## config.mk

```make
export PLATFORM = sky130hd
export DESIGN_NAME = rtumf_sub
export DESIGN_NICKNAME = d
export VERILOG_FILES = /design/src/design/rtumf_pkg.sv /design/src/design/rtumf_sub.sv
export SDC_FILE = /design/constraint.sdc
export NUM_CORES = 1
export LEC_CHECK = 0
export ABC_AREA = 1
export BUFFER_PORTS_ARGS = -buffer_cell sky130_fd_sc_hd__buf_2
export CAP_MARGIN = 20
export CELL_PAD_IN_SITES_DETAIL_PLACEMENT = 1
export CELL_PAD_IN_SITES_GLOBAL_PLACEMENT = 1
export CORE_MARGIN = 1
export CORE_UTILIZATION = 32
export DETAILED_ROUTE_END_ITERATION = 10
export PLACE_DENSITY = 0.9
export SLEW_MARGIN = 20
export SYNTH_ARGS = -nofsm -noshare
export SYNTH_HDL_FRONTEND = slang
export SYNTH_SLANG_ARGS = --single-unit
```

## constraint.sdc

```tcl
create_clock -name vclk -period 3
set_clock_uncertainty 0.2 [all_clocks]
set_input_delay 0.6 -clock vclk [all_inputs]
set_output_delay 0.6 -clock vclk [all_outputs]
set_load 0.02 [all_outputs]
```

## src/design/rtumf_pkg.sv

```systemverilog
`default_nettype none

package rtumf_pkg;

    localparam int MAX_TARGETS = 4096;
    localparam int MAX_MATCHES = 4096;
    localparam int TGT_AW      = $clog2(MAX_TARGETS);
    localparam int MATCH_AW    = $clog2(MAX_MATCHES);
    localparam int CNT_W       = MATCH_AW + 1;
    localparam int CLR_W       = TGT_AW + 1;
    localparam int TBL_W       = MATCH_AW + 1;
    localparam int STORE_W     = 56;
    localparam int SUB_W       = 33;
    localparam int DIV_STEPS   = 32;
    localparam int SQRT_STEPS  = 16;
    localparam int STEP_W      = 5;

    localparam logic [1:0] REG_RATIO_MODE   = 2'd0;
    localparam logic [1:0] REG_RATIO_THRESH = 2'd1;
    localparam logic [1:0] REG_ONLY_UNIQUES = 2'd2;

    typedef enum logic [1:0] {
        OP_BEGIN = 2'd0,
        OP_PUSH  = 2'd1,
        OP_READ  = 2'd2,
        OP_NONE  = 2'd3
    } t_op;

    typedef enum logic [3:0] {
        ST_CLEAR,
        ST_IDLE,
        ST_MUL1,
        ST_MUL2,
        ST_TEST,
        ST_DIV,
        ST_SQRT,
        ST_WRITE,
        ST_FLAG2,
        ST_RD_WAIT,
        ST_RD_DATA,
        ST_DONE
    } t_state;

    typedef struct packed {
        logic        acc;
        logic [11:0] qi;
        logic [11:0] to;
        logic [31:0] score;
        logic        un;
        logic [12:0] mc;
    } t_result;

    typedef struct packed {
        logic [SUB_W-1:0] a;
        logic [SUB_W-1:0] b;
    } t_sub_req;

    typedef struct packed {
        logic [SUB_W-1:0] diff;
        logic             ge;
    } t_sub_rsp;

endpackage

`default_nettype wire

```

## src/design/rtumf_sub.sv

```systemverilog
`default_nettype none

module rtumf_sub (
    input  wire rtumf_pkg::t_sub_req i_req,
    output rtumf_pkg::t_sub_rsp      o_rsp
);
    import rtumf_pkg::*;

    logic [SUB_W:0] w_full;

    // one extra bit gives the borrow: clear borrow means a >= b
    assign w_full     = {1'b0, i_req.a} - {1'b0, i_req.b};
    assign o_rsp.diff = w_full[SUB_W-1:0];
    assign o_rsp.ge   = ~w_full[SUB_W];

endmodule

`default_nettype wire

```

; Word level (Yosys, flattened, before mapping)
; Cells that the tools add are included.
[word_totals]
regBits = 0
word_cells = 2
output_inout_bits = 34
input_bits = 66
[classes]
add_sub_neg = 1
bitwise = 1
[ops]
columns = cell, count
row1 = $sub A33 B33 Y34, 1
row2 = $not A1 Y1, 1

; Depth between registers and ports, before layout
[depth]
word_depth = 2
ltp_mapped = 14
mapped_depth_nobuf = 14

; Worst setup path before layout
; Ideal clock, no wire load.
[synth_timing]
path_kind = input-to-output
start = in i_req[33] (netlist name)
end = out o_rsp[17] (netlist name)
t_arrival_ns = 2.030
required_ns = 2.200
path_buffers = 0
setup_slack_ns = 0.170
path_stages = 11
cell_sequence = inv_1 > ha_1 > inv_1 > fa_1 > nand2_1 > nand2_1 > nand3_1 > nand2_2 > nand2_1 > nand2_2 > xor2_1
[synth_lines]
columns = element, line_no
row1 = from (decl), rtumf_sub.sv:4  ; input wire rtumf_pkg::t_sub_req i_req,
row2 = to (decl), rtumf_sub.sv:5  ; output rtumf_pkg::t_sub_rsp o_rsp

==> qor.yml <==
clkbuf_count: 0
fin_nets: 783
power.static_leakage_uw: 0.00249
drt_pre_antenna_iters: 4
post-route-worst-setup-slack_ps: -20.8
worst_slew_margin_rel: 0.830
synthTopCellsByArea: "sky130_fd_sc_hd__nand2_1, sky130_fd_sc_hd__inv_1, sky130_fd_sc_hd__ha_1"
report.final.hold_viol_count: 0
numSequentialCells: 0
drive_gt1_frac: 0.308
quantity_of_i_o_buffers_inserted_on_ports: 100
slowest_stage: "sky130_fd_sc_hd__or2_1"
first_pass_grt_wire_length_mm: 17.2
syn_avg_cell_area_um2: 4.63
cp-end-kind: "primary output"
setup_viol: 5
layout_worst_path_cycle_share: 1.01
critical_path.n_buffers_inverters: 3
max_slew.worst_pin.slew_ps: 254
final_antenna_net_count: 0
area_growth_pct: 40.9
worstPathCellList: "buf_2, inv_1, ha_4, or2_1, nand3_2, nand2_2, nand2_2, nand2_4, nand2_2, nand2_1, nand2_1, nand2_1, buf_6"
power.internal_uw: 330
power.sequential.fraction: 0
ys_warn_count: 0
run_status: "finished, violations left"
dp.cells: 783
num_io_pins: 100
via_count: 3874
gr-usage-all-layers: 0.244
critPathRequiredTime_ps: 2200
synthDominantCellAreaShare: 0.355
die_height_um: 93.0
cap_violations: 0
routed_wl_mm: 12.5
critical_path_arrival_ps: 2220
critical-path-max-stage-delay_ps: 320
grt_max_degree: 7
cp_startpoint_kind: "input port"
hpwlAfterDp_mm: 9.50
rsz0062_at_grt: "yes"
placement_rows: 32
fp.dieW_um: 93.0
critical_path_class: "in2out"
net-switching-power_uw: 599
max-vdd-ir-drop_mv: 0.132
critPathMaxFanout: 5
regArea_um2: 0
core_region_area_um2: 7890
synth.most_common_cell: "sky130_fd_sc_hd__nand2_1"
ys_types: 20
number_of_global_route_vias_before_repair: 3947
drc: 0
power.total_uw: 929
hp-class: "in2out"
initial_core_util: 0.336
final.setup.tns_ps: -61.8
critical-path-top-delay-family: "simple AND/OR/NAND/NOR gates"
crit_start: "i_req[3]"
sw_frac_of_total: 0.644
gp_congestion: 0.973
share_clk_of_total_power: 0
comb_power_share: 1.000
postSynthCellCount: 573
final_max_slew_viol_count: 0
final-instance-count-excl-fill: 783
post_drt_wl_per_cell_um: 15.9
fin_util: 0.474
synth_fp_nets: 673
timing.hold.worst.start: "i_req[0]"
synth_largest_area_cell: "sky130_fd_sc_hd__nand2_1"
min_period_ps: 3020
yosysSeqAreaShare: 0
antenna-diode-count: 0
dr.first_iter.drc_count: 142
hold-path-cell-count: 4
grt_antenna_before_repair: 0
post_synth_instance_area_um2: 2650
post_synth_most_frequent_cells: "sky130_fd_sc_hd__nand2_1, sky130_fd_sc_hd__inv_1, sky130_fd_sc_hd__nor2_1"
drt-vias-per-instance: 4.95
max_freq_mhz: 331
cts_setup_buffers: 0
globalRoute.totalOverflow: 0
p_per_area_nw_per_um2: 249
die_area_um2: 8650
whs_endpoint: "o_rsp[1]"
violated_checks: "negative setup slack"
worst_hold_slack_ps: 1400
-- routing by layer --
metal,up-vias,global-route usage,part of all wire
met2,105,0.471,0.52
li1,1880,-,-
met5,-,0,0
met3,35,0.00650,0.034
met4,0,0.0551,0.029
met1,1854,0.296,0.42
-- worst max path at each step --
stage	slack (ps)	endpoint	depth (start not counted)
2_1_floorplan	170	o_rsp[17]	11
6_report	-20	o_rsp[31]	13
4_1_cts	2	o_rsp[29]	16
3_3_place_gp	-20	o_rsp[33]	16
5_1_grt	-130	o_rsp[32]	14
3_5_place_dp	-130	o_rsp[33]	16
-- worst min-delay path: cells and delay by family --
kind	cells	cell delay [ps]
adder cells (fa/ha/maj)	1	120
buffers and inverters	3	270
-- logic make-up after synthesis --
group / count (synthesis) / share of synthesized area
AO/OA/AOI/OAI: 24 / 0.0472
XOR/XNOR: 15 / 0.0496
adder cells (fa/ha/maj): 34 / 0.163
buffers and inverters: 159 / 0.225
AND/OR/NAND/NOR: 341 / 0.515
-- through the flow --
stage / setup slack, ps / instance area (um2)
finish: -20.8 / 3730
global route: -134 / 3730
CTS: 1.68 / 3410
detailed placement: -127 / 3340
global placement: -23.5 / 3340
floorplan: 170 / 2650
-- power groups by stage --
stage                     Clock [uW]  Combinational, uW  Sequential, uW
final                              0                929               0
after global routing               0               1000               0
after CTS                          0                816               0
after detailed placement           0                794               0
after global placement             0                765               0
after floorplan                    0                518               0
-- placed cells by master (no fill, tap or decap), types with 10 or more instances in the layout --
cell type | Yosys | layout
sky130_fd_sc_hd__a21oi_1 | 21 | 12
sky130_fd_sc_hd__buf_2 | 0 | 95
sky130_fd_sc_hd__buf_4 | 0 | 10
sky130_fd_sc_hd__ha_2 | 0 | 18
sky130_fd_sc_hd__inv_1 | 158 | 156
sky130_fd_sc_hd__nand2_1 | 251 | 220
sky130_fd_sc_hd__nand2_2 | 9 | 34
sky130_fd_sc_hd__nand3_1 | 28 | 24
sky130_fd_sc_hd__nor2_1 | 42 | 27
sky130_fd_sc_hd__nor2_2 | 1 | 14
sky130_fd_sc_hd__xor2_1 | 13 | 13
-- timing repair --
item                                    CTS  global route
pin swaps                                 6            10
endpoints found under the setup margin   12            23
hold buffers                              0             0
gates resized for setup                  23            89
-- area by class of cell --
cell class         instances  area [um2]
fillers                 1204        4150
inverters                159         602
multi-input cells        414        2420
well taps                102         128
repair buffers           108         584
Note: power is estimated with default switching activity, not from simulation.
