### src/design/rtumf_ram.sv
`default_nettype none

module rtumf_ram #(
    parameter int WIDTH = 8,
    parameter int DEPTH = 16
) (
    input  wire logic                     i_clk,
    input  wire logic                     i_we,
    input  wire logic [$clog2(DEPTH)-1:0] i_waddr,
    input  wire logic [WIDTH-1:0]         i_wdata,
    input  wire logic [$clog2(DEPTH)-1:0] i_raddr,
    output logic      [WIDTH-1:0]         o_rdata
);

    logic [WIDTH-1:0] r_mem [DEPTH];

    always_ff @(posedge i_clk) begin
        if (i_we) begin
            r_mem[i_waddr] <= i_wdata;
        end
    end

    always_ff @(posedge i_clk) begin
        o_rdata <= r_mem[i_raddr];
    end

endmodule

`default_nettype wire

### config.mk
export PLATFORM = sky130hd
export DESIGN_NAME = rtumf_ram
export DESIGN_NICKNAME = d
export VERILOG_FILES = /design/src/design/rtumf_ram.sv
export SDC_FILE = /design/constraint.sdc
export NUM_CORES = 1
export LEC_CHECK = 0
export BUFFER_PORTS_ARGS = -buffer_cell sky130_fd_sc_hd__buf_4
export CELL_PAD_IN_SITES_DETAIL_PLACEMENT = 0
export CELL_PAD_IN_SITES_GLOBAL_PLACEMENT = 1
export CORE_ASPECT_RATIO = 1.1
export CORE_UTILIZATION = 45
export CTS_BUF_LIST = sky130_fd_sc_hd__clkbuf_8 sky130_fd_sc_hd__clkbuf_16
export CTS_CLUSTER_SIZE = 8
export DETAILED_ROUTE_END_ITERATION = 8
export GPL_TIMING_DRIVEN = 0
export PLACE_DENSITY = 0.77
export RECOVER_POWER = 25
export SLEW_MARGIN = 10
export SYNTH_ARGS = -nofsm -noshare
export SYNTH_HDL_FRONTEND = slang
export SYNTH_SLANG_ARGS = --single-unit
export TNS_END_PERCENT = 10
### constraint.sdc
create_clock -name i_clk -period 2.3 [get_ports i_clk]
set_clock_uncertainty 0.15 [all_clocks]
set_input_delay 0.23 -clock i_clk [delete_from_list [all_inputs] [get_ports i_clk]]
set_output_delay 0.23 -clock i_clk [all_outputs]
set_load 0.03 [all_outputs]
# After elaboration in Yosys (flattened, before gate mapping)
# Memory sizes are Yosys's and may differ from the RTL's. A register that Yosys moved wholly into a read port is not among the register bits.
# Cells that the tools add are included.
# word_totals
regBits	0
latchBits	0
mem_bits_rw	128
mem_bits_ro	0
input_bits	18
out_inout_bits	8
word_cells	3
n_memories	1
# classes
add_sub_neg	0
n_mul	0
n_div	0
order_cmp	0
n_eq_ne	0
shift	0
mux	2
bitwise	0
n_reduce_logical	0
# mem_list
memory	words	width	read_ports	rd_ports_with_merged_regs	wr	line_no	source
r_mem	16	8	1	1	1	15	logic [WIDTH-1:0] r_mem [DEPTH];
# op_table
operator	count
$mux 1	2

# Depth between registers and ports, before layout
# Gate-level depths: netlist of the first run.
# depth
depth_word	2
depth_mapped	5
ltp_nobuf	3

# Worst setup path before layout of the first run
# No wires, ideal clock.
# synth_path
kind	input to register
start	input i_waddr[2]
end	memory r_mem[0][0] (enable)
setup_ns	0.383
arrival_time_ns	1.340
required_ns	1.767
path_slack_ns	0.427
stages	2
n_path_buf	0
path_cell_list	or3b_2 > nor3_1
# synth_rtl
item	line_no	source
from (decl)	9	input wire logic [$clog2(DEPTH)-1:0] i_waddr,
to (decl)	15	
# No word-level cell before the write port.

# Worst setup path after layout of the first run
# layout_path
start	input i_waddr[2]
end	memory r_mem[3][7] (enable)
# No word-level cell before the write port.

==> results of run 1 <==
## kinds of logic after synthesis
family | count (synthesis) | share of synthesized area, %
simple gates | 35 | 3.18
buf+inv | 10 | 1.68
mux | 32 | 15.0
compound gates | 16 | 2.33
flops | 136 | 77.8
## state kept, by name, indices dropped and copies added, names as in the netlist
signal / count
o_rdata: 8
r_mem: 128
## layout make-up
type                            count  area [sq um]
Fill cell                         840          4810
Sequential cell                   136          4000
Multi-Input combinational cell     83          1080
Clock buffer                       19           453
Timing Repair Buffer               30           221
Tap cell                          147           184
Clock inverter                     13           176
Buffer                             10          86.3
## critical path, delay by kind of cell
family | cells | cell delay (ns)
AND/OR/NAND/NOR | 2 | 1.21
buffers and inverters | 1 | 0.12
## metrics by stage
stage	setup WS [ns]	util [%]
after detailed placement	-0.167	50.1
after floorplan	0.427	-
after global routing	0.581	56.3
after global placement	-0.146	50.1
after CTS	0.255	56.3
final	0.615	56.3
## worst max-delay path by stage
stage	startpoint	endpoint	slack [ns]	cells after the start
floorplan	i_waddr[2]	r_mem[0][0]	0.43	2
global placement	i_waddr[2]	r_mem[0][3]	-0.15	3
detailed placement	i_waddr[2]	r_mem[0][3]	-0.17	3
CTS	i_waddr[2]	r_mem[0][7]	0.25	3
global route	i_waddr[2]	r_mem[3][3]	0.58	3
finish	i_waddr[2]	r_mem[3][7]	0.61	3
## cell usage in the layout (no fill, tap or decap), types with 2 or more instances in the layout
master,count
buf_4,20
dfxtp_1,8
nor2_1,13
nand2b_1,2
clkdlybuf4s25_2,3
mux4_2,18
nand2_1,9
clkbuf_1,5
bufinv_16,4
nor3_2,4
clkinv_2,5
buf_2,3
clkbuf_8,2
mux4_1,14
buf_6,3
a22oi_1,16
dlygate4sd3_1,6
clkinvlp_4,3
nand3b_1,2
edfxtp_1,128
clkbuf_16,17
## metal layers
| layer | share of wire (%) | GRT usage [%] |
|---|---|---|
| met5 | 0 | 0 |
| met4 | 2.1 | 9.14 |
| met3 | 6.2 | 4.55 |
| met2 | 49 | 28.3 |
| met1 | 43 | 23.7 |
## where the power goes
| part | internal [uW] | switching, uW |
|---|---|---|
| sequential | 2770 | 12.8 |
| combinational | 130 | 185 |
| clock | 1860 | 953 |
## what timing repair did
| action | CTS | global route |
|---|---|---|
| hold buffers | 6 | 0 |
| endpoints found under the hold margin | 96 | 0 |
| resized for setup | 0 | 0 |
| setup buffers | 0 | 0 |
==> metrics.cfg, run 1 <==
[global_routing]
antenna_found_initial=0
grt_max_degree=17
grt_pass1_vias=2489
grt_overflow=0
grt_pass1_wl_um=14600
grt_usage_pct=18.0

[yosys]
dominantRegCellSynth=edfxtp_1
synthTopCellsByArea=edfxtp_1, mux4_2, mux4_1, dfxtp_1, a22oi_1
synth_cell_types=19
syn_nets=247
netlist_area_sq_mm=0.00515
yosys_register_bits=136
yosysTopAreaCell=edfxtp_1
synth_most_common_cell=edfxtp_1
synth_top_area_share_pct=74.7
synth-edff-count=128
ys_warn_count=0
ys_seq_area_share_pct=77.8
netlist_instances=229
ys_top_cells_by_count=edfxtp_1, mux4_2, a22oi_1, mux4_1, nor2_1
avgSynthCellArea_sq_um=22.5
async_flop_share_pct=0

[critical_path]
reg2regPathDepth=3
r2r-end=o_rdata[3]
end_kind=register
path_cells=buf_4, or3b_2, nor2_1
crit_fanout=8
worstReg2RegStart=r_mem[5][3]
reg2reg_slack_ns=0.71
critPathKind=in2reg
crit_arrival_ns=1.56
crit_required_ns=2.18
cpMaxStageDelayCell=nor2_1
max_stage_delay_ns=0.68
start_kind=input port

[floorplan]
die_area_sq_mm=0.0119
die_w_um=104
row_count=40
die_height_um=114
core_area_sq_mm=0.0110
floorplan.initialDensity_pct=46.8
io-pin-count=26

[routing]
vias_per_cell=5.45
routed_wl_um=9510
route.detailed.drc=0
via_count=2388
drt-initial-drc-count=212
ant_nets=0
drtPass1Iterations=4
routedWlPerCell_um=21.7

[timing]
min_period_ns=1.69
hold_viol=0
fmax_mhz=593
fin_tns_setup_ns=0
slew_headroom_pct=42.6
rsz0062_at_grt=false
worst_hold_slack_ns=0.127
final-setup-viol-count=0
drv_slew=0
fin_crit_sh_pct=73.3
tightest_slew_ns=0.858

[finish]
layout-drive-gt1-share_pct=28.9
final_cells=438
stdcell_area_sq_mm=0.00620
area_growth_pct=20.5
fin_nets=296
n_antenna_cell=0

[clock_tree]
root_buffer=clkbuf_16
cts_buffer_depth=2
cts.sinks=136
cts-buffers-inserted=17
clk_pin_slew_ns=0.06
worstSkewPairLatency_ns=0.41
htree_levels=4
cts_tree=built

[run]
cap_violations=0

[place]
dpl.hpwl_um=5920
dp_cells=400
port_buffers=24
placed_area_sq_mm=0.00551
place.gp.congestion=0.697

[worst_hold_path]
hold_depth=2
min-delay-start=i_waddr[1]
hp-class=in2reg
hold_end=r_mem[12][4]

[power]
p_leak_uw=0.00207
power.total_uw=5910
pwr_density_cell_mw_per_mm2=954
ir_worst_vdd_uv=478

[status]
status=finished clean

Note: power is estimated with default switching activity, not from simulation.
==> run 2, diff against run 1 <==
==> constraint.sdc (replaced) <==
create_clock -name i_clk -period 1.7 [get_ports i_clk]
set_clock_uncertainty 0.15 [all_clocks]
set_input_delay 0.17 -clock i_clk [delete_from_list [all_inputs] [get_ports i_clk]]
set_output_delay 0.17 -clock i_clk [all_outputs]
set_load 0.03 [all_outputs]
==> run 2 against run 1 <==
  * Cell count increased by 0.46%
  * Combinational power is 35% higher
  * Sequential share of layout area up 1.1 points
  * Worst setup slack lost 0.53 ns
  * Highest routed layer unchanged
  * Power up 24%
  * Register-to-register slack lost 0.60 ns
  * Critical path depth did not move
  * First-iteration DRC count increased by 13%
  * Critical path type unchanged
  * Count of clock-buffer cells in the layout grew 1
  * Non-clock buffer count is 2 higher
  * Design area fell by 1.6%
  * Global-route usage barely moved
==> metrics.cfg, run 2 (synthesis results as in run 1) <==
[status]
status=finished clean  ; unchanged

[timing]
final-setup-viol-count=0  ; unchanged
tightest_slew_ns=1.23  ; was 0.858 ns
fin_crit_sh_pct=95.0
rsz0062_at_grt=false  ; unchanged
drv_slew=0  ; unchanged
hold_viol=0  ; unchanged
fmax_mhz=619
min_period_ns=1.62
slew_headroom_pct=17.1  ; was 42.6%
worst_hold_slack_ns=0.0614  ; was 0.127 ns
setup_slack_ns=0.0846  ; was 0.615 ns

[power]
power.total_uw=7350  ; was 5910 uW
p_leak_uw=0.00206  ; was 0.00207 uW
ir_worst_vdd_uv=760  ; was 478 uV
pwr_density_cell_mw_per_mm2=1200  ; was 954 mW/mm^2

[global_routing]
grt_overflow=0  ; unchanged
antenna_found_initial=0  ; unchanged
grt_pass1_vias=2526  ; was 2489
grt_usage_pct=18.0  ; about the same
grt_max_degree=17  ; unchanged
grt_pass1_wl_um=14600  ; about the same

[finish]
final_util_pct=55.4  ; was 56.3%
final_common_cell=edfxtp_1  ; unchanged
top_register=r_mem  ; unchanged
area_growth_pct=18.5  ; was 20.5%
fin_nets=298  ; was 296
final_cell_mix=edfxtp_1, buf_4, mux4_2  ; unchanged
reg_top3=r_mem (128), o_rdata (8)  ; unchanged
n_antenna_cell=0  ; unchanged
layout-drive-gt1-share_pct=25.3  ; was 28.9%
largest_reg_flops=128  ; unchanged

[place]
dpl.hpwl_um=5950  ; was 5920 um
place.gp.congestion=0.702  ; was 0.697
preCtsSetupSlack_ns=-0.384  ; was -0.167 ns
port_buffers=24  ; unchanged

[clock_tree]
worstSkewPairLatency_ns=0.41  ; about the same
cts_buffer_depth=2  ; unchanged
cts.sinks=136  ; unchanged
clk_pin_slew_ns=0.05  ; was 0.06 ns
root_buffer=clkbuf_16  ; unchanged
cts-buffers-inserted=17  ; unchanged
htree_levels=4  ; unchanged
cts_tree=built  ; unchanged

[routing]
routedWlPerCell_um=21.8  ; was 21.7 um
routed_wl_um=9610  ; was 9510 um
drtPass1Iterations=5  ; was 4
drt-initial-drc-count=240  ; was 212
via_count=2419  ; was 2388
vias_per_cell=5.50  ; was 5.45
route.detailed.drc=0  ; unchanged
ant_nets=0  ; unchanged

[floorplan]
floorplan.initialDensity_pct=46.8  ; unchanged
io-pin-count=26  ; unchanged
die_height_um=114  ; unchanged
row_count=40  ; unchanged
core_area_sq_mm=0.0110  ; unchanged
die_area_sq_mm=0.0119  ; unchanged
die_w_um=104  ; unchanged

[critical_path]
critPathKind=in2reg  ; unchanged
crit_required_ns=1.58  ; was 2.18 ns
crit_fanout=8  ; unchanged
start_kind=input port  ; unchanged
worstReg2RegStart=r_mem[5][0]  ; was r_mem[5][3]
crit_arrival_ns=1.50  ; was 1.56 ns
end_kind=register  ; unchanged
critPathLaunch=i_waddr[2]  ; unchanged

[run]
cap_violations=0  ; unchanged

[worst_hold_path]
min-delay-start=i_waddr[0]  ; was i_waddr[1]
hp-class=in2reg  ; unchanged

[run 2: repair_timing]
item	4_1_cts	5_1_grt
endpoints found under the hold margin	128	0
endpoints found under the setup margin	0	0
resized for setup	0	0
setup buffers	0	0
hold buffers	8	0
[run 2: area by class of cell]
type | count | area (sq um)
fillers | 855 | 4910
flip-flops and latches | 136 | 4000
multi-input cells | 83 | 1070
clock buffers | 20 | 467
repair buffers | 32 | 238
well taps | 147 | 184
plain buffers | 10 | 86.3
clock inverters | 12 | 50.0
[run 2: path summary, 6_finish.rpt]
check,end,slack [ns],cells after the start
setup / recovery,r_mem[0][6],0.08,3
hold / removal,r_mem[8][6],0.06,2
setup reg to reg,o_rdata[0],0.11,3
hold reg to reg,o_rdata[1],0.53,3
[run 2: metrics by stage]
stage	cell area (sq um)	TNS (ns)	cells
after floorplan	5150	0	229
after global routing	6100	0	440
after global placement	5520	-18.01	400
after detailed placement	5520	-18.81	400
final	6100	0	440
after CTS	6110	0	440
[run 2: power breakdown]
part,leakage (uW),switching (uW),internal [uW],total (uW)
Combinational,0.000550,248,178,426
Sequential,0.00122,17.8,3750,3770
Clock,0.000289,1230,1920,3150
[run 2: layer usage]
layer | GRT usage, % | wire length, um | up-vias
li1 | - | - | 1073
met1 | 22.9 | 4040 | 1254
met2 | 28.7 | 4920 | 78
met3 | 5.24 | 438 | 14
met4 | 9.05 | 203 | 0
met5 | 0 | 0 | -
[run 2: critical path, cell delays in order]
cell and delay (ns):
buf_4 0.12, or3b_2 0.53, nor3_2 0.67
